`src/hdl/bmp_pkg.sv`:
```
`default_nettype none

package bmp_pkg;

  // Default limits of the decoder.
  localparam int DefMaxWidth     = 4096;
  localparam int DefMaxHeight    = 4096;
  localparam int DefPaletteSlots = 256;

  // Size of the fixed file header in bytes.
  localparam logic [31:0] HDR_BYTES = 32'd54;

  // Result kinds.
  localparam logic [2:0] KIND_HEADER  = 3'd0;
  localparam logic [2:0] KIND_PALETTE = 3'd1;
  localparam logic [2:0] KIND_PIXEL   = 3'd2;
  localparam logic [2:0] KIND_DONE    = 3'd3;
  localparam logic [2:0] KIND_ERROR   = 3'd4;

  // Error codes.
  localparam logic [3:0] ERR_NONE          = 4'd0;
  localparam logic [3:0] ERR_SHORT_HEADER  = 4'd1;
  localparam logic [3:0] ERR_SIGNATURE     = 4'd2;
  localparam logic [3:0] ERR_DEPTH         = 4'd3;
  localparam logic [3:0] ERR_COMPRESSED    = 4'd4;
  localparam logic [3:0] ERR_DIMENSIONS    = 4'd5;
  localparam logic [3:0] ERR_COLORS        = 4'd6;
  localparam logic [3:0] ERR_PALETTE_SHORT = 4'd7;
  localparam logic [3:0] ERR_OFFSET        = 4'd8;
  localparam logic [3:0] ERR_PIXELS_SHORT  = 4'd9;

  // File signature "BM", first byte in the low half.
  localparam logic [15:0] BMP_SIGNATURE = 16'h4D42;
  // Color that stands for an unused palette slot.
  localparam logic [15:0] UNUSED_COLOR = 16'hF81F;

  typedef struct packed {
    logic [7:0] data_byte;
    logic       final_byte;
  } in_t;

  typedef struct packed {
    logic [2:0]  kind;
    logic [11:0] column;
    logic [11:0] row;
    logic [15:0] value;
    logic [12:0] image_width;
    logic [12:0] image_height;
    logic [3:0]  pixel_depth;
    logic [8:0]  color_count;
    logic [3:0]  error_code;
    logic        last;
  } result_t;

  // Up to three results produced by one input byte.
  typedef struct packed {
    logic [1:0]        count;
    result_t [2:0]     item;
  } push_t;

endpackage

`default_nettype wire

```
`src/hdl/bmp_stream_if.sv`:
```
`default_nettype none

// Valid/ready stream carrying one payload of type T per transfer.
interface bmp_stream_if #(
  parameter type T = logic
) ();
  logic valid;
  logic ready;
  T     data;

  modport source (output valid, output data, input ready);
  modport sink   (input valid, input data, output ready);
endinterface

`default_nettype wire

```
`src/hdl/bmp_parse.sv`:
```
`default_nettype none

module bmp_parse
  import bmp_pkg::*;
#(
  parameter int MAX_WIDTH     = DefMaxWidth,
  parameter int MAX_HEIGHT    = DefMaxHeight,
  parameter int PALETTE_SLOTS = DefPaletteSlots
) (
  input  wire logic  clk_i,
  input  wire logic  rst_ni,
  input  wire logic  cfg_we_i,
  input  wire logic  cfg_wdata_i,
  input  wire logic  accept_i,
  input  wire in_t   byte_i,
  output push_t      push_o
);

  localparam int WW = $clog2(MAX_WIDTH + 1);
  localparam int HW = $clog2(MAX_HEIGHT + 1);
  localparam int SW = $clog2(PALETTE_SLOTS + 1);
  localparam int BW = WW + 1;

  typedef enum logic [2:0] {
    PH_HEADER,
    PH_PALETTE,
    PH_GAP,
    PH_PIXELS,
    PH_IDLE
  } phase_e;

  phase_e      phase_q, phase_d;
  logic [31:0] pos_q, pos_d;
  logic [15:0] sig_q, sig_d;
  logic [31:0] off_q, off_d;
  logic [15:0] depth_q, depth_d;
  logic [31:0] width_q, width_d;
  logic [31:0] hraw_q, hraw_d;
  logic [31:0] comp_q, comp_d;
  logic [31:0] cnt_raw_q, cnt_raw_d;
  logic        bottom_up_q, bottom_up_d;
  logic        is8_q, is8_d;
  logic [HW-1:0] height_q, height_d;
  logic [SW-1:0] count_q, count_d;
  logic [WW-1:0] img_w_q, img_w_d;
  logic [BW-1:0] stride_q, stride_d;
  logic [BW-1:0] copy_q, copy_d;
  logic [23:0] pal_q, pal_d;
  logic [SW-1:0] slot_q, slot_d;
  logic [HW-1:0] row_q, row_d;
  logic [BW-1:0] rbyte_q, rbyte_d;
  logic [WW-1:0] col_q, col_d;
  logic        mask_q;

  // Header checks, evaluated from the stored header fields.
  logic [32:0] h_ext, habs;
  logic [31:0] cnt_eff;
  logic [11:0] min_off;
  logic [3:0]  hdr_err;
  logic [BW-1:0] w_ext, stride_calc, copy_calc;

  function automatic result_t mk(logic [2:0] kind, logic [11:0] col, logic [11:0] row,
                                 logic [15:0] val, logic [3:0] err);
    result_t r;
    r            = '0;
    r.kind       = kind;
    r.column     = col;
    r.row        = row;
    r.value      = val;
    r.error_code = err;
    return r;
  endfunction

  always_comb begin
    h_ext   = {hraw_q[31], hraw_q};
    habs    = hraw_q[31] ? (33'd0 - h_ext) : h_ext;
    cnt_eff = (cnt_raw_q == 32'd0) ? ((depth_q == 16'd8) ? 32'd256 : 32'd16) : cnt_raw_q;
    min_off = 12'd54 + {1'b0, cnt_eff[8:0], 2'b00};
    if (sig_q != BMP_SIGNATURE) begin
      hdr_err = ERR_SIGNATURE;
    end else if (depth_q != 16'd4 && depth_q != 16'd8) begin
      hdr_err = ERR_DEPTH;
    end else if (comp_q != 32'd0) begin
      hdr_err = ERR_COMPRESSED;
    end else if (width_q[31] || width_q == 32'd0 || hraw_q == 32'd0) begin
      hdr_err = ERR_DIMENSIONS;
    end else if (width_q > 32'(MAX_WIDTH) || habs > 33'(MAX_HEIGHT)) begin
      hdr_err = ERR_DIMENSIONS;
    end else if (cnt_eff[31] || cnt_eff > 32'(PALETTE_SLOTS)) begin
      hdr_err = ERR_COLORS;
    end else if (off_q[31] || off_q < 32'(min_off)) begin
      hdr_err = ERR_OFFSET;
    end else begin
      hdr_err = ERR_NONE;
    end
    // Row stride rounds up to whole 32-bit words; copy is the bytes holding pixels.
    w_ext = {1'b0, width_q[WW-1:0]};
    if (depth_q == 16'd8) begin
      stride_calc = (w_ext + BW'(3)) & ~BW'(3);
      copy_calc   = w_ext;
    end else begin
      stride_calc = ((w_ext + BW'(7)) >> 3) << 2;
      copy_calc   = (w_ext + BW'(1)) >> 1;
    end
  end

  // Per-byte next state and results.
  logic [7:0]    b;
  logic [31:0]   pos_inc;
  logic [5:0]    pos6;
  logic [1:0]    sub;
  logic [23:0]   c;
  logic [SW-1:0] slot_inc;
  logic [HW-1:0] orow, row_inc;
  logic [WW-1:0] col_inc;
  logic [BW-1:0] rb_inc;
  logic [1:0]    n_v;
  result_t [2:0] res;

  always_comb begin
    phase_d     = phase_q;
    pos_d       = pos_q;
    sig_d       = sig_q;
    off_d       = off_q;
    depth_d     = depth_q;
    width_d     = width_q;
    hraw_d      = hraw_q;
    comp_d      = comp_q;
    cnt_raw_d   = cnt_raw_q;
    bottom_up_d = bottom_up_q;
    is8_d       = is8_q;
    height_d    = height_q;
    count_d     = count_q;
    img_w_d     = img_w_q;
    stride_d    = stride_q;
    copy_d      = copy_q;
    pal_d       = pal_q;
    slot_d      = slot_q;
    row_d       = row_q;
    rbyte_d     = rbyte_q;
    col_d       = col_q;
    res         = '0;
    n_v         = 2'd0;
    b           = byte_i.data_byte;
    pos_inc     = pos_q + 32'd1;
    pos6        = pos_q[5:0];
    sub         = pos_q[1:0] + 2'd2;
    c           = pal_q;
    slot_inc    = slot_q + SW'(1);
    orow        = bottom_up_q ? (height_q - HW'(1) - row_q) : row_q;
    row_inc     = row_q + HW'(1);
    col_inc     = col_q + WW'(1);
    rb_inc      = rbyte_q + BW'(1);

    case (phase_q)
      PH_HEADER: begin
        if (pos6 < 6'd2) sig_d[{pos6[0], 3'b000} +: 8] = b;
        if (pos6 >= 6'd10 && pos6 <= 6'd13) off_d[{2'(pos6 - 6'd10), 3'b000} +: 8] = b;
        if (pos6 >= 6'd18 && pos6 <= 6'd21) width_d[{2'(pos6 - 6'd18), 3'b000} +: 8] = b;
        if (pos6 >= 6'd22 && pos6 <= 6'd25) hraw_d[{2'(pos6 - 6'd22), 3'b000} +: 8] = b;
        if (pos6 >= 6'd28 && pos6 <= 6'd29) depth_d[{pos6[0], 3'b000} +: 8] = b;
        if (pos6 >= 6'd30 && pos6 <= 6'd33) comp_d[{2'(pos6 - 6'd30), 3'b000} +: 8] = b;
        if (pos6 >= 6'd46 && pos6 <= 6'd49) cnt_raw_d[{2'(pos6 - 6'd46), 3'b000} +: 8] = b;
        pos_d = pos_inc;
        if (pos_inc == HDR_BYTES) begin
          if (hdr_err != ERR_NONE) begin
            res[n_v] = mk(KIND_ERROR, 12'd0, 12'd0, 16'd0, hdr_err);
            n_v      = n_v + 2'd1;
            phase_d  = PH_IDLE;
          end else begin
            res[n_v]              = mk(KIND_HEADER, 12'd0, 12'd0, 16'd0, ERR_NONE);
            res[n_v].image_width  = width_q[12:0];
            res[n_v].image_height = habs[12:0];
            res[n_v].pixel_depth  = depth_q[3:0];
            res[n_v].color_count  = cnt_eff[8:0];
            n_v         = n_v + 2'd1;
            bottom_up_d = !hraw_q[31];
            height_d    = habs[HW-1:0];
            count_d     = cnt_eff[SW-1:0];
            img_w_d     = width_q[WW-1:0];
            is8_d       = (depth_q == 16'd8);
            stride_d    = stride_calc;
            copy_d      = copy_calc;
            phase_d     = PH_PALETTE;
          end
        end
      end
      PH_PALETTE: begin
        if (sub != 2'd3) begin
          pal_d[{sub, 3'b000} +: 8] = b;
        end else begin
          if (mask_q && pal_q < 24'd8) c = 24'd8;
          res[n_v] = mk(KIND_PALETTE, 12'(slot_q), 12'd0,
                        {c[23:19], c[15:10], c[7:3]}, ERR_NONE);
          n_v    = n_v + 2'd1;
          pal_d  = '0;
          slot_d = slot_inc;
          if (slot_inc >= count_q) begin
            phase_d = (off_q == pos_inc) ? PH_PIXELS : PH_GAP;
          end
        end
        pos_d = pos_inc;
      end
      PH_GAP: begin
        pos_d = pos_inc;
        if (off_q == pos_inc) phase_d = PH_PIXELS;
      end
      PH_PIXELS: begin
        if (rbyte_q < copy_q) begin
          if (is8_q) begin
            res[n_v] = mk(KIND_PIXEL, 12'(col_q), 12'(orow), {8'd0, b}, ERR_NONE);
            n_v      = n_v + 2'd1;
            col_d    = col_inc;
          end else begin
            res[n_v] = mk(KIND_PIXEL, 12'(col_q), 12'(orow), {12'd0, b[7:4]}, ERR_NONE);
            n_v      = n_v + 2'd1;
            col_d    = col_inc;
            if (col_inc < img_w_q) begin
              res[n_v] = mk(KIND_PIXEL, 12'(col_inc), 12'(orow), {12'd0, b[3:0]}, ERR_NONE);
              n_v      = n_v + 2'd1;
              col_d    = col_inc + WW'(1);
            end
          end
        end
        rbyte_d = rb_inc;
        if (rb_inc >= stride_q) begin
          rbyte_d = '0;
          col_d   = '0;
          row_d   = row_inc;
          if (row_inc >= height_q) begin
            res[n_v] = mk(KIND_DONE, 12'd0, 12'd0, 16'd0, ERR_NONE);
            n_v      = n_v + 2'd1;
            phase_d  = PH_IDLE;
          end
        end
        pos_d = pos_inc;
      end
      default: begin
      end
    endcase

    // The last byte of a file reports unfinished work, then clears file state.
    if (byte_i.final_byte) begin
      if (phase_d == PH_HEADER) begin
        res[n_v] = mk(KIND_ERROR, 12'd0, 12'd0, 16'd0, ERR_SHORT_HEADER);
        n_v      = n_v + 2'd1;
      end else if (phase_d == PH_PALETTE) begin
        res[n_v] = mk(KIND_ERROR, 12'd0, 12'd0, 16'd0, ERR_PALETTE_SHORT);
        n_v      = n_v + 2'd1;
      end else if (phase_d == PH_GAP || phase_d == PH_PIXELS) begin
        res[n_v] = mk(KIND_ERROR, 12'd0, 12'd0, 16'd0, ERR_PIXELS_SHORT);
        n_v      = n_v + 2'd1;
      end
      phase_d     = PH_HEADER;
      pos_d       = '0;
      sig_d       = '0;
      off_d       = '0;
      depth_d     = '0;
      width_d     = '0;
      hraw_d      = '0;
      comp_d      = '0;
      cnt_raw_d   = '0;
      bottom_up_d = 1'b0;
      height_d    = '0;
      count_d     = '0;
      pal_d       = '0;
      slot_d      = '0;
      row_d       = '0;
      rbyte_d     = '0;
      col_d       = '0;
    end

    if (n_v != 2'd0) res[n_v - 2'd1].last = 1'b1;
    push_o.count = n_v;
    push_o.item  = res;
  end

  // File state advances only on an accepted byte.
  always_ff @(posedge clk_i or negedge rst_ni) begin
    if (!rst_ni) begin
      phase_q     <= PH_HEADER;
      pos_q       <= '0;
      sig_q       <= '0;
      off_q       <= '0;
      depth_q     <= '0;
      width_q     <= '0;
      hraw_q      <= '0;
      comp_q      <= '0;
      cnt_raw_q   <= '0;
      bottom_up_q <= 1'b0;
      is8_q       <= 1'b0;
      height_q    <= '0;
      count_q     <= '0;
      img_w_q     <= '0;
      stride_q    <= '0;
      copy_q      <= '0;
      pal_q       <= '0;
      slot_q      <= '0;
      row_q       <= '0;
      rbyte_q     <= '0;
      col_q       <= '0;
    end else if (accept_i) begin
      phase_q     <= phase_d;
      pos_q       <= pos_d;
      sig_q       <= sig_d;
      off_q       <= off_d;
      depth_q     <= depth_d;
      width_q     <= width_d;
      hraw_q      <= hraw_d;
      comp_q      <= comp_d;
      cnt_raw_q   <= cnt_raw_d;
      bottom_up_q <= bottom_up_d;
      is8_q       <= is8_d;
      height_q    <= height_d;
      count_q     <= count_d;
      img_w_q     <= img_w_d;
      stride_q    <= stride_d;
      copy_q      <= copy_d;
      pal_q       <= pal_d;
      slot_q      <= slot_d;
      row_q       <= row_d;
      rbyte_q     <= rbyte_d;
      col_q       <= col_d;
    end
  end

  // Transparency option register.
  always_ff @(posedge clk_i or negedge rst_ni) begin
    if (!rst_ni) begin
      mask_q <= 1'b0;
    end else if (cfg_we_i) begin
      mask_q <= cfg_wdata_i;
    end
  end

endmodule

`default_nettype wire

```
`src/hdl/bmp_outq.sv`:
```
`default_nettype none

module bmp_outq
  import bmp_pkg::*;
(
  input  wire logic    clk_i,
  input  wire logic    rst_ni,
  input  wire logic    push_en_i,
  input  wire push_t   push_i,
  output logic         ready_o,
  bmp_stream_if.source result_o
);

  result_t     mem_q [4];
  logic [1:0]  wr_q, rd_q;
  logic [2:0]  cnt_q, cnt_d;
  logic [2:0]  add;
  logic        pop;

  // Room for a full burst of three results is needed to take a byte.
  assign ready_o        = (cnt_q <= 3'd1);
  assign result_o.valid = (cnt_q != 3'd0);
  assign result_o.data  = mem_q[rd_q];
  assign pop            = result_o.valid && result_o.ready;
  assign add            = push_en_i ? {1'b0, push_i.count} : 3'd0;
  assign cnt_d          = cnt_q + add - {2'b00, pop};

  always_ff @(posedge clk_i or negedge rst_ni) begin
    if (!rst_ni) begin
      wr_q  <= '0;
      rd_q  <= '0;
      cnt_q <= '0;
    end else begin
      wr_q  <= wr_q + add[1:0];
      rd_q  <= rd_q + {1'b0, pop};
      cnt_q <= cnt_d;
    end
  end

  // Result storage, written in burst order.
  always_ff @(posedge clk_i) begin
    for (int k = 0; k < 3; k++) begin
      if (push_en_i && 2'(k) < push_i.count) begin
        mem_q[wr_q + 2'(k)] <= push_i.item[k];
      end
    end
  end

endmodule

`default_nettype wire

```
`src/hdl/bmp_indexed_image_decoder.sv`:
```
`default_nettype none

// Streaming decoder for uncompressed 4- and 8-bit palettized BMP files. The file
// enters one byte per transfer on byte_i, with final_byte set on its last byte;
// results leave on result_o: header info, palette entries as RGB565, pixel
// indexes with column and top-down row, then done, or an error code. Results
// drain from a four-entry queue one per cycle while result_o is ready, so a
// byte that yields one result sustains one byte per cycle, while a 4bpp byte
// with two pixels stalls input until a result drains. The queue takes a byte
// only while at least three entries are free. cfg_wdata_i written with cfg_we_i
// sets the transparency clamp, and should change only while the decoder is idle.
module bmp_indexed_image_decoder
  import bmp_pkg::*;
#(
  parameter int MAX_WIDTH     = DefMaxWidth,
  parameter int MAX_HEIGHT    = DefMaxHeight,
  parameter int PALETTE_SLOTS = DefPaletteSlots
) (
  input  wire logic    clk_i,
  input  wire logic    rst_ni,
  input  wire logic    cfg_we_i,
  input  wire logic    cfg_wdata_i,
  bmp_stream_if.sink   byte_i,
  bmp_stream_if.source result_o
);

  logic  q_ready;
  logic  accept;
  push_t push;

  assign byte_i.ready = q_ready;
  assign accept       = byte_i.valid && q_ready;

  bmp_parse #(
    .MAX_WIDTH    (MAX_WIDTH),
    .MAX_HEIGHT   (MAX_HEIGHT),
    .PALETTE_SLOTS(PALETTE_SLOTS)
  ) u_parse (
    .clk_i      (clk_i),
    .rst_ni     (rst_ni),
    .cfg_we_i   (cfg_we_i),
    .cfg_wdata_i(cfg_wdata_i),
    .accept_i   (accept),
    .byte_i     (byte_i.data),
    .push_o     (push)
  );

  bmp_outq u_outq (
    .clk_i    (clk_i),
    .rst_ni   (rst_ni),
    .push_en_i(accept),
    .push_i   (push),
    .ready_o  (q_ready),
    .result_o (result_o)
  );

  // Header info reports only a supported depth.
  assert property (@(posedge clk_i) disable iff (!rst_ni)
    result_o.valid && result_o.data.kind == KIND_HEADER
    |-> result_o.data.pixel_depth == 4'd4 || result_o.data.pixel_depth == 4'd8)
    else $error("header result with unsupported depth");

  // An error result always carries a code.
  assert property (@(posedge clk_i) disable iff (!rst_ni)
    result_o.valid && result_o.data.kind == KIND_ERROR
    |-> result_o.data.error_code != ERR_NONE)
    else $error("error result without code");

  // A pixel value is a palette index of at most eight bits.
  assert property (@(posedge clk_i) disable iff (!rst_ni)
    result_o.valid && result_o.data.kind == KIND_PIXEL
    |-> result_o.data.value[15:8] == 8'd0)
    else $error("pixel index out of range");

  // Palette entries stay within the configured slot count.
  assert property (@(posedge clk_i) disable iff (!rst_ni)
    result_o.valid && result_o.data.kind == KIND_PALETTE
    |-> result_o.data.column < 12'(PALETTE_SLOTS))
    else $error("palette slot out of range");

endmodule

`default_nettype wire

```
`src/flat_wrapper.sv`:
```
// flat-port wrapper written by rule: the top's interface ports become plain ports
module bmp_indexed_image_decoder_flat import bmp_pkg::*;
#(
  parameter int MAX_WIDTH     = DefMaxWidth,
  parameter int MAX_HEIGHT    = DefMaxHeight,
  parameter int PALETTE_SLOTS = DefPaletteSlots
)
  (clk_i, rst_ni, cfg_we_i, cfg_wdata_i, byte_i_valid, byte_i_data, byte_i_ready, result_o_valid, result_o_data, result_o_ready);
  bmp_stream_if #(.T(in_t)) byte_i_i ();
  bmp_stream_if #(.T(result_t)) result_o_i ();
  input  wire logic clk_i;
  input  wire logic rst_ni;
  input  wire logic cfg_we_i;
  input  wire logic cfg_wdata_i;
  input wire logic [$bits(byte_i_i.valid)-1:0] byte_i_valid;
  input wire logic [$bits(byte_i_i.data)-1:0] byte_i_data;
  output wire logic [$bits(byte_i_i.ready)-1:0] byte_i_ready;
  output wire logic [$bits(result_o_i.valid)-1:0] result_o_valid;
  output wire logic [$bits(result_o_i.data)-1:0] result_o_data;
  input wire logic [$bits(result_o_i.ready)-1:0] result_o_ready;
  assign byte_i_i.valid = byte_i_valid;
  assign byte_i_i.data = byte_i_data;
  assign byte_i_ready = byte_i_i.ready;
  assign result_o_valid = result_o_i.valid;
  assign result_o_data = result_o_i.data;
  assign result_o_i.ready = result_o_ready;
  bmp_indexed_image_decoder #(.MAX_WIDTH(MAX_WIDTH), .MAX_HEIGHT(MAX_HEIGHT), .PALETTE_SLOTS(PALETTE_SLOTS)) u_core (.clk_i(clk_i), .rst_ni(rst_ni), .cfg_we_i(cfg_we_i), .cfg_wdata_i(cfg_wdata_i), .byte_i(byte_i_i), .result_o(result_o_i));
endmodule
```
`config.mk`:
```
export PLATFORM = sky130hd
export DESIGN_NAME = bmp_indexed_image_decoder_flat
export DESIGN_NICKNAME = d
export VERILOG_FILES = /design/src/hdl/bmp_pkg.sv /design/src/hdl/bmp_stream_if.sv /design/src/hdl/bmp_parse.sv /design/src/hdl/bmp_outq.sv /design/src/hdl/bmp_indexed_image_decoder.sv /design/src/flat_wrapper.sv
export SDC_FILE = /design/constraint.sdc
export NUM_CORES = 1
export LEC_CHECK = 0
export BUFFER_PORTS_ARGS = -buffer_cell sky130_fd_sc_hd__buf_2
export CAP_MARGIN = 10
export CORE_UTILIZATION = 41
export CTS_BUF_LIST = sky130_fd_sc_hd__clkbuf_8
export CTS_CLUSTER_SIZE = 10
export DETAILED_ROUTE_END_ITERATION = 8
export GPL_TIMING_DRIVEN = 0
export SETUP_SLACK_MARGIN = 0.1
export SLEW_MARGIN = 20
export SYNTH_ARGS = -nofsm -noshare
export SYNTH_HDL_FRONTEND = slang
export SYNTH_SLANG_ARGS = --single-unit
export TNS_END_PERCENT = 5
```
`constraint.sdc`:
```
create_clock -name clk_i -period 10.8 [get_ports clk_i]
set_input_delay 0.54 -clock clk_i [delete_from_list [all_inputs] [get_ports clk_i]]
set_output_delay 0.54 -clock clk_i [all_outputs]
set_load 0.01 [all_outputs]
```
# After elaboration in Yosys (flattened, before gate mapping)

Memories as Yosys holds them, arrays and structs flattened.
Index checks and enable logic that the tools add are counted.
W data, S select, Z words.

Eq/ne operators: 15
$lt $le $gt $ge: 33
Add/subtract/negate cells: 35
Bitwise gates (word level): 13
Multiplexer cells: 129
Shift operators: 14
Reductions and logical operators: 62

Operators by type and width:

| cell                     | number |
|---|---|
| $mux W261                | 7 |
| $mux W32                 | 18 |
| $demux W87 S2            | 3 |
| $mux W174                | 3 |
| $not A255 Y255           | 2 |
| $mux W87                 | 5 |
| $bwmux W261              | 1 |
| $pmux W87 S3             | 1 |
| $and A170 B255 Y255      | 1 |
| $and A255 B255 Y255      | 1 |
| $and A252 B252 Y252      | 1 |
| $not A252 Y252           | 1 |
| $and A249 B249 Y249      | 1 |
| $not A249 Y249           | 1 |
| $mux W13                 | 14 |
| $bwmux W32               | 5 |
| $shift A8 B7 Y32 const A | 5 |
| $shiftx A8 B7 Y32        | 5 |
| $logic_not A32 Y1        | 3 |
| $mux W16                 | 6 |
| $mux W24                 | 4 |
| $mux W86                 | 1 |
| $mux W85                 | 1 |
| $mux W9                  | 8 |
| 85 further kinds         | 203 |

RAM bits: 348
Output and inout port bits: 89
Register bits: 373
Memories: 1
Input bits: 15

Memory list:

| name                | depth | bits a word | read ports | clocked after Yosys merged registers in | write ports | line           | source |
|---|---|---|---|---|---|---|---|
| u_core.u_outq.mem_q | 4     | 87          | 1          | 0                                       | 3           | bmp_outq.sv:14 | `result_t mem_q [4];` |

# Depth between registers and ports, before layout

Depth after elaboration: 30
Depth in mapped cells: 28
Gate-level depth less buffers: 25

# Cells and area by module

From an unflattened synthesis, not the netlist that was laid out.

Cell total of the unflattened synthesis: 4,067
Area total of the unflattened synthesis: 45,728.9 um2

Modules (own cells, without submodules):

| module                    | cells an instance | sequential area each (um2) | area each (um2) | times used |
|---|---|---|---|---|
| bmp_parse                 | 2,786             | 9,008.6                    | 24,488.5        | 1 |
| bmp_outq                  | 1,280             | 10,625.2                   | 21,234.1        | 1 |
| bmp_indexed_image_decoder | 1                 | 0.0                        | 6.3             | 1 |

# Worst setup path after synthesis

Ideal clock, no wire load.

Kind: register to register
From: reg u_core.u_parse.col_q[1]
To: mem u_core.u_outq.mem_q[0][0] in the netlist's numbering, enable pin
Setup time: 0.661 ns
Stages on the path, launching flop included: 24
Arrival: 11.164 ns
Required time: 10.139 ns
Slack: -1.026 ns
Cell sequence: dfrtp_1 ha_1 nand2_1 nor2_1 and3_1 clkbuf_1 nand3_1 xor2_1 inv_1 ha_1 and4_1 a211oi_1 nand3_1 or2_2 clkbuf_1 or2_2 ha_1 nor2b_1 o21ai_0 ha_1 nand3_2 nand2_1 o21ai_1 o31ai_1

RTL lines:

| item                     | line             | source |
|---|---|---|
| start: declaration       | bmp_parse.sv:52  | `logic [WW-1:0] col_q, col_d;` |
| start signal: assignment | bmp_parse.sv:323 | `col_q <= col_d;` |
| end: declaration         | bmp_outq.sv:14   |  |

==> results.md <==
- The starting utilization of the core area is 41.4%.
- The height of the die is 309 microns.
- The total core area is just over 90000 sq um.
- The count of warnings emitted by yosys is 0.
- The run finished with clean final reports.
- The count of distinct cell types in the synthesized netlist is 92.
- Setup repair after global routing left no endpoint under its margin.
- The worst setup path is of the flop to flop kind.
- The relative area change from synthesis to final layout is 13.7%.
- Subtracting the final worst setup slack from the clock period gives between 8 and 9 ns.
- In this run the worst hold path is classified as input port to asynchronous set/reset pin.
- The number of setup buffers added after CTS is 0.
- Data arrives at the worst endpoint at roughly 8.5 ns.
- On the worst path, the slowest cell contributes a delay of approximately 0.70 ns.
- The total placed instance area is 41500 sq um.
- The count of mapped cells out of synthesis is 3802.
- The number of rows created at floorplan is 112.
- For the pin with the worst max-slew slack, the measured transition is 1.25 ns.
- The post-cts gate resize count is 0.
- The reported leakage power is 17.9 nW.
- The floorplan step set the die width to 309 microns.
- The source-to-sink clock delay at the later pin of the worst-skew pair is 0.81 ns.
- For this design, the slowest cell found on the critical path is sky130_fd_sc_hd__o31ai_4.
- The cell class contributing the biggest share of worst-path delay is simple AND/OR/NAND/NOR gates.
- The most prevalent standard cell on the critical path is sky130_fd_sc_hd__ha_1.
- The average cell area after synthesis is approximately 10 sq um.
- The highest fanout seen on the critical path is 13.
- The maximum vdd drop is 0.0961 mV.
- The number of buffers inserted by hold repair at cts is 3.
- The routed layout has approximately 32000 vias.
- After clock tree synthesis, the clock-pin slew on the worst setup and hold paths is 0.07 ns.
- Setup violations remaining at the end of the flow were counted as 0.
- The number of global-route vias before repair was approximately 30000.
- The final weighted congestion in routability-driven placement is approximately 0.95.
- The number of nets in the final layout is around 4200.
- Derived from the worst setup path, the maximum achievable clock frequency is 0.125 GHz.
- Entering global routing, the biggest net connects 95 pins.
- The final antenna-violating net count is 0.
- The via density per instance is between 5 and 6.
- Headroom to the max-slew limit came out at 14.6%.
- The max-slew violation count came to 0.
- The floorplan step defined a die boundary enclosing 95700 sq um.
- CTS placed an instance of sky130_fd_sc_hd__clkbuf_8 at the clock tree root.
- The tool flagged a number of max-cap violations equal to 0.
- For this run, the share of the core covered by cells in the final layout is 47.1%.
- The number of buffers and inverters on the critical path is 7.
- The first detailed-routing pass ran for 5 iterations.
- Global routing finished with a remaining overflow of 0.
- In the synthesized netlist the dominant register cell turns out to be sky130_fd_sc_hd__dfrtp_1.
- STA classifies the critical path startpoint as a flop.
- The kind of end point of the critical path is a flop.
- The clock skew is between 0.06 and 0.07 ns.
- The placed wire-length estimate after detailed placement is 92.0 mm.
- The clock passes through at most 3 buffers.
- The ratio of final minimum period to clock period is 74.3%.
- The final-report hold violation count came to 0.
- The wire length of the first global-routing pass is 189 mm.
- The final routed wirelength across all metal layers is 124 mm.
- The CTS H-tree depth is 3.
- The fraction of the yosys area taken by sequential cells is 50.7%.
- In the final routed layout, each cell accounts on average for 22.8 microns.
- TritonCTS built the clock tree.
- For this design the top-level I/O count stands at approximately 100.
- The number of buffers created by CTS is 120.
- The overall global routing resource usage is 25.9%.
- In the routed design, unresolved DRC markers number 0.
- The data required time at the worst endpoint is about 11 ns.
- The power density of the placed cells is 202 nW/um^2.
- Once layout is done, the placed cells without fillers occupy 44000 sq um.
- The synthesized cell area is 38700 sq um.
- The iteration-0 DRC count of the detailed router is approximately 3300.
- The post-route netlist has 13.0% of its cells at a drive strength greater than 1.
- Port buffering added a little over 100 buffers.
- In this run, synthesis inferred 348 flip-flops with an integrated enable.
- The share of synthesized registers carrying an async set or reset is around half.
- The count of clock tree sinks is ~720.
- After synthesis the netlist holds a flip-flop and latch count of 715.
- The number of antenna violations at the first check in global routing came to 5.
## metal layers
metal | vias to the layer above | share of wire, % | GRT usage [%] | wire length, microns
li1 | 14433 | - | - | -
met1 | 15624 | 42 | 35.2 | 52500
met2 | 1255 | 47 | 42.0 | 58200
met3 | 227 | 7.2 | 4.02 | 8870
met4 | 2 | 3.2 | 9.14 | 3980
met5 | - | 0.011 | 0 | 13
## worst register-to-register path, cell delays in order (launching register included)
cell	delay (ns)
sky130_fd_sc_hd__dfrtp_1	0.43
sky130_fd_sc_hd__ha_1	0.28
sky130_fd_sc_hd__nand2_1	0.09
sky130_fd_sc_hd__nor2_1	0.21
sky130_fd_sc_hd__and3_1	0.20
sky130_fd_sc_hd__clkbuf_1	0.25
sky130_fd_sc_hd__nand3_1	0.13
sky130_fd_sc_hd__xor2_1	0.47
sky130_fd_sc_hd__inv_1	0.09
sky130_fd_sc_hd__ha_1	0.30
sky130_fd_sc_hd__and4_1	0.24
sky130_fd_sc_hd__o2111ai_1	0.13
sky130_fd_sc_hd__a21oi_1	0.15
sky130_fd_sc_hd__or2_2	0.13
sky130_fd_sc_hd__clkbuf_1	0.36
sky130_fd_sc_hd__nor2b_1	0.56
sky130_fd_sc_hd__ha_1	0.33
sky130_fd_sc_hd__nor2b_1	0.10
sky130_fd_sc_hd__o21ai_0	0.25
sky130_fd_sc_hd__ha_1	0.55
sky130_fd_sc_hd__nand3_2	0.23
sky130_fd_sc_hd__nand2_1	0.33
sky130_fd_sc_hd__o21ai_1	0.32
sky130_fd_sc_hd__o31ai_4	0.70
sky130_fd_sc_hd__buf_6	0.29
sky130_fd_sc_hd__buf_8	0.20
sky130_fd_sc_hd__buf_6	0.21
sky130_fd_sc_hd__buf_6	0.21
## cells in the mapped netlist (all sizes together) (49+ instances only)
library cell | n | share of area (%)
o21ai | 379 | 5.1
xor2 | 49 | 1.1
nor2 | 323 | 3.1
o22ai | 79 | 1.3
xnor2 | 90 | 2.0
inv | 128 | 1.2
buf | 68 | 1.0
clkbuf | 191 | 1.9
nor4 | 62 | 1.0
dfrtp | 367 | 24
and2 | 50 | 0.81
edfxtp | 348 | 27
nand2 | 492 | 4.8
mux2 | 64 | 1.9
nand3 | 97 | 1.3
ha | 108 | 3.5
nor3 | 145 | 1.9
mux4 | 87 | 5.1
a21oi | 146 | 2.0
and3 | 62 | 1.0
## registers in the layout, summed over array words and instances (netlist names), 14 cells and up
name / cells
u_core.u_parse.pal_q: 21
u_core.u_outq.mem_q: 348
u_core.u_parse.cnt_raw_q: 32
u_core.u_parse.depth_q: 16
u_core.u_parse.off_q: 32
u_core.u_parse.width_q: 32
u_core.u_parse.hraw_q: 32
u_core.u_parse.sig_q: 16
u_core.u_parse.pos_q: 32
u_core.u_parse.rbyte_q: 14
u_core.u_parse.comp_q: 32
## layout make-up
| type | count | area, sq um |
|---|---|---|
| well taps | 1254 | 1570 |
| clock buffers | 140 | 1930 |
| inverters | 128 | 480 |
| plain buffers | 259 | 1110 |
| repair buffers | 132 | 1170 |
| fillers | 8780 | 49500 |
| clock inverters | 81 | 455 |
| diodes | 2 | 5.00 |
| flip-flops and latches | 715 | 19600 |
| multi-input cells | 2707 | 17700 |
## report_power, final
group	switching [W]	internal [W]	total [W]	leakage [nW]
Clock	0.00116	0.00125	0.00241	1.41
Combinational	0.00192	0.00114	0.00305	8.52
Sequential	0.000254	0.00319	0.00344	7.95
Total	0.00333	0.00558	0.00891	17.9
## worst paths after layout
kind	startpoint	endpoint	slack, ns	cells after the start
worst max-delay path	u_core.u_parse.col_q[1]	u_core.u_outq.mem_q[0][11]	2.77	27
worst min-delay path	rst_ni	u_core.u_parse.pos_q[15]	0.19	2
worst max register to register	u_core.u_parse.col_q[1]	u_core.u_outq.mem_q[0][11]	2.77	27
worst min register to register	u_core.u_parse.width_q[27]	u_core.u_parse.width_q[27]	0.48	2
max in group asynchronous	rst_ni	u_core.u_parse.depth_q[7]	8.99	5
min in group clk_i	result_o_ready	u_core.u_outq.rd_q[0]	0.27	3
## cells in the final DEF (no fill, tap or decap), types with 44 or more instances in the layout
cell,synthesis,final
sky130_fd_sc_hd__nand4_1,44,44
sky130_fd_sc_hd__mux4_2,87,87
sky130_fd_sc_hd__o22ai_1,79,79
sky130_fd_sc_hd__edfxtp_1,348,348
sky130_fd_sc_hd__buf_2,31,134
sky130_fd_sc_hd__and3_1,62,62
sky130_fd_sc_hd__clkbuf_8,0,140
sky130_fd_sc_hd__and2_1,49,49
sky130_fd_sc_hd__nor3_1,144,138
sky130_fd_sc_hd__nand3_1,96,96
sky130_fd_sc_hd__a21oi_1,140,139
sky130_fd_sc_hd__nor4_1,61,61
sky130_fd_sc_hd__mux2_2,64,64
sky130_fd_sc_hd__nand2_1,492,492
sky130_fd_sc_hd__dfrtp_1,367,367
sky130_fd_sc_hd__inv_1,128,177
sky130_fd_sc_hd__xnor2_1,90,87
sky130_fd_sc_hd__ha_1,108,108
sky130_fd_sc_hd__xor2_1,49,47
sky130_fd_sc_hd__nor2_1,323,323
sky130_fd_sc_hd__o21ai_0,349,346
sky130_fd_sc_hd__clkbuf_1,190,190
## cell families after synthesis
| group | synth area share (%) |
|---|---|
| XOR/XNOR | 3.14 |
| multiplexers | 7.60 |
| flip-flops | 50.7 |
| other | 0.00969 |
| adder cells (fa/ha/maj) | 3.59 |
| AO/OA/AOI/OAI | 13.6 |
| AND/OR/NAND/NOR | 17.3 |
| buffers and inverters | 4.11 |
## metrics by stage
stage          cells  setup TNS [ns]  setup WS, ns  hold slack [ns]  total power [W]
2_1_floorplan   3809         -192.97        -0.739            0.244          0.00534
3_3_place_gp    5165        -2065.46         -7.19            0.460          0.00646
3_5_place_dp    5191               0          2.89            0.422          0.00651
4_1_cts         5415               0          2.86            0.165          0.00892
5_1_grt         5417               0          2.29            0.216          0.00936
6_report        5418               0          2.77            0.191          0.00891
(Power assumes the default switching activity.)
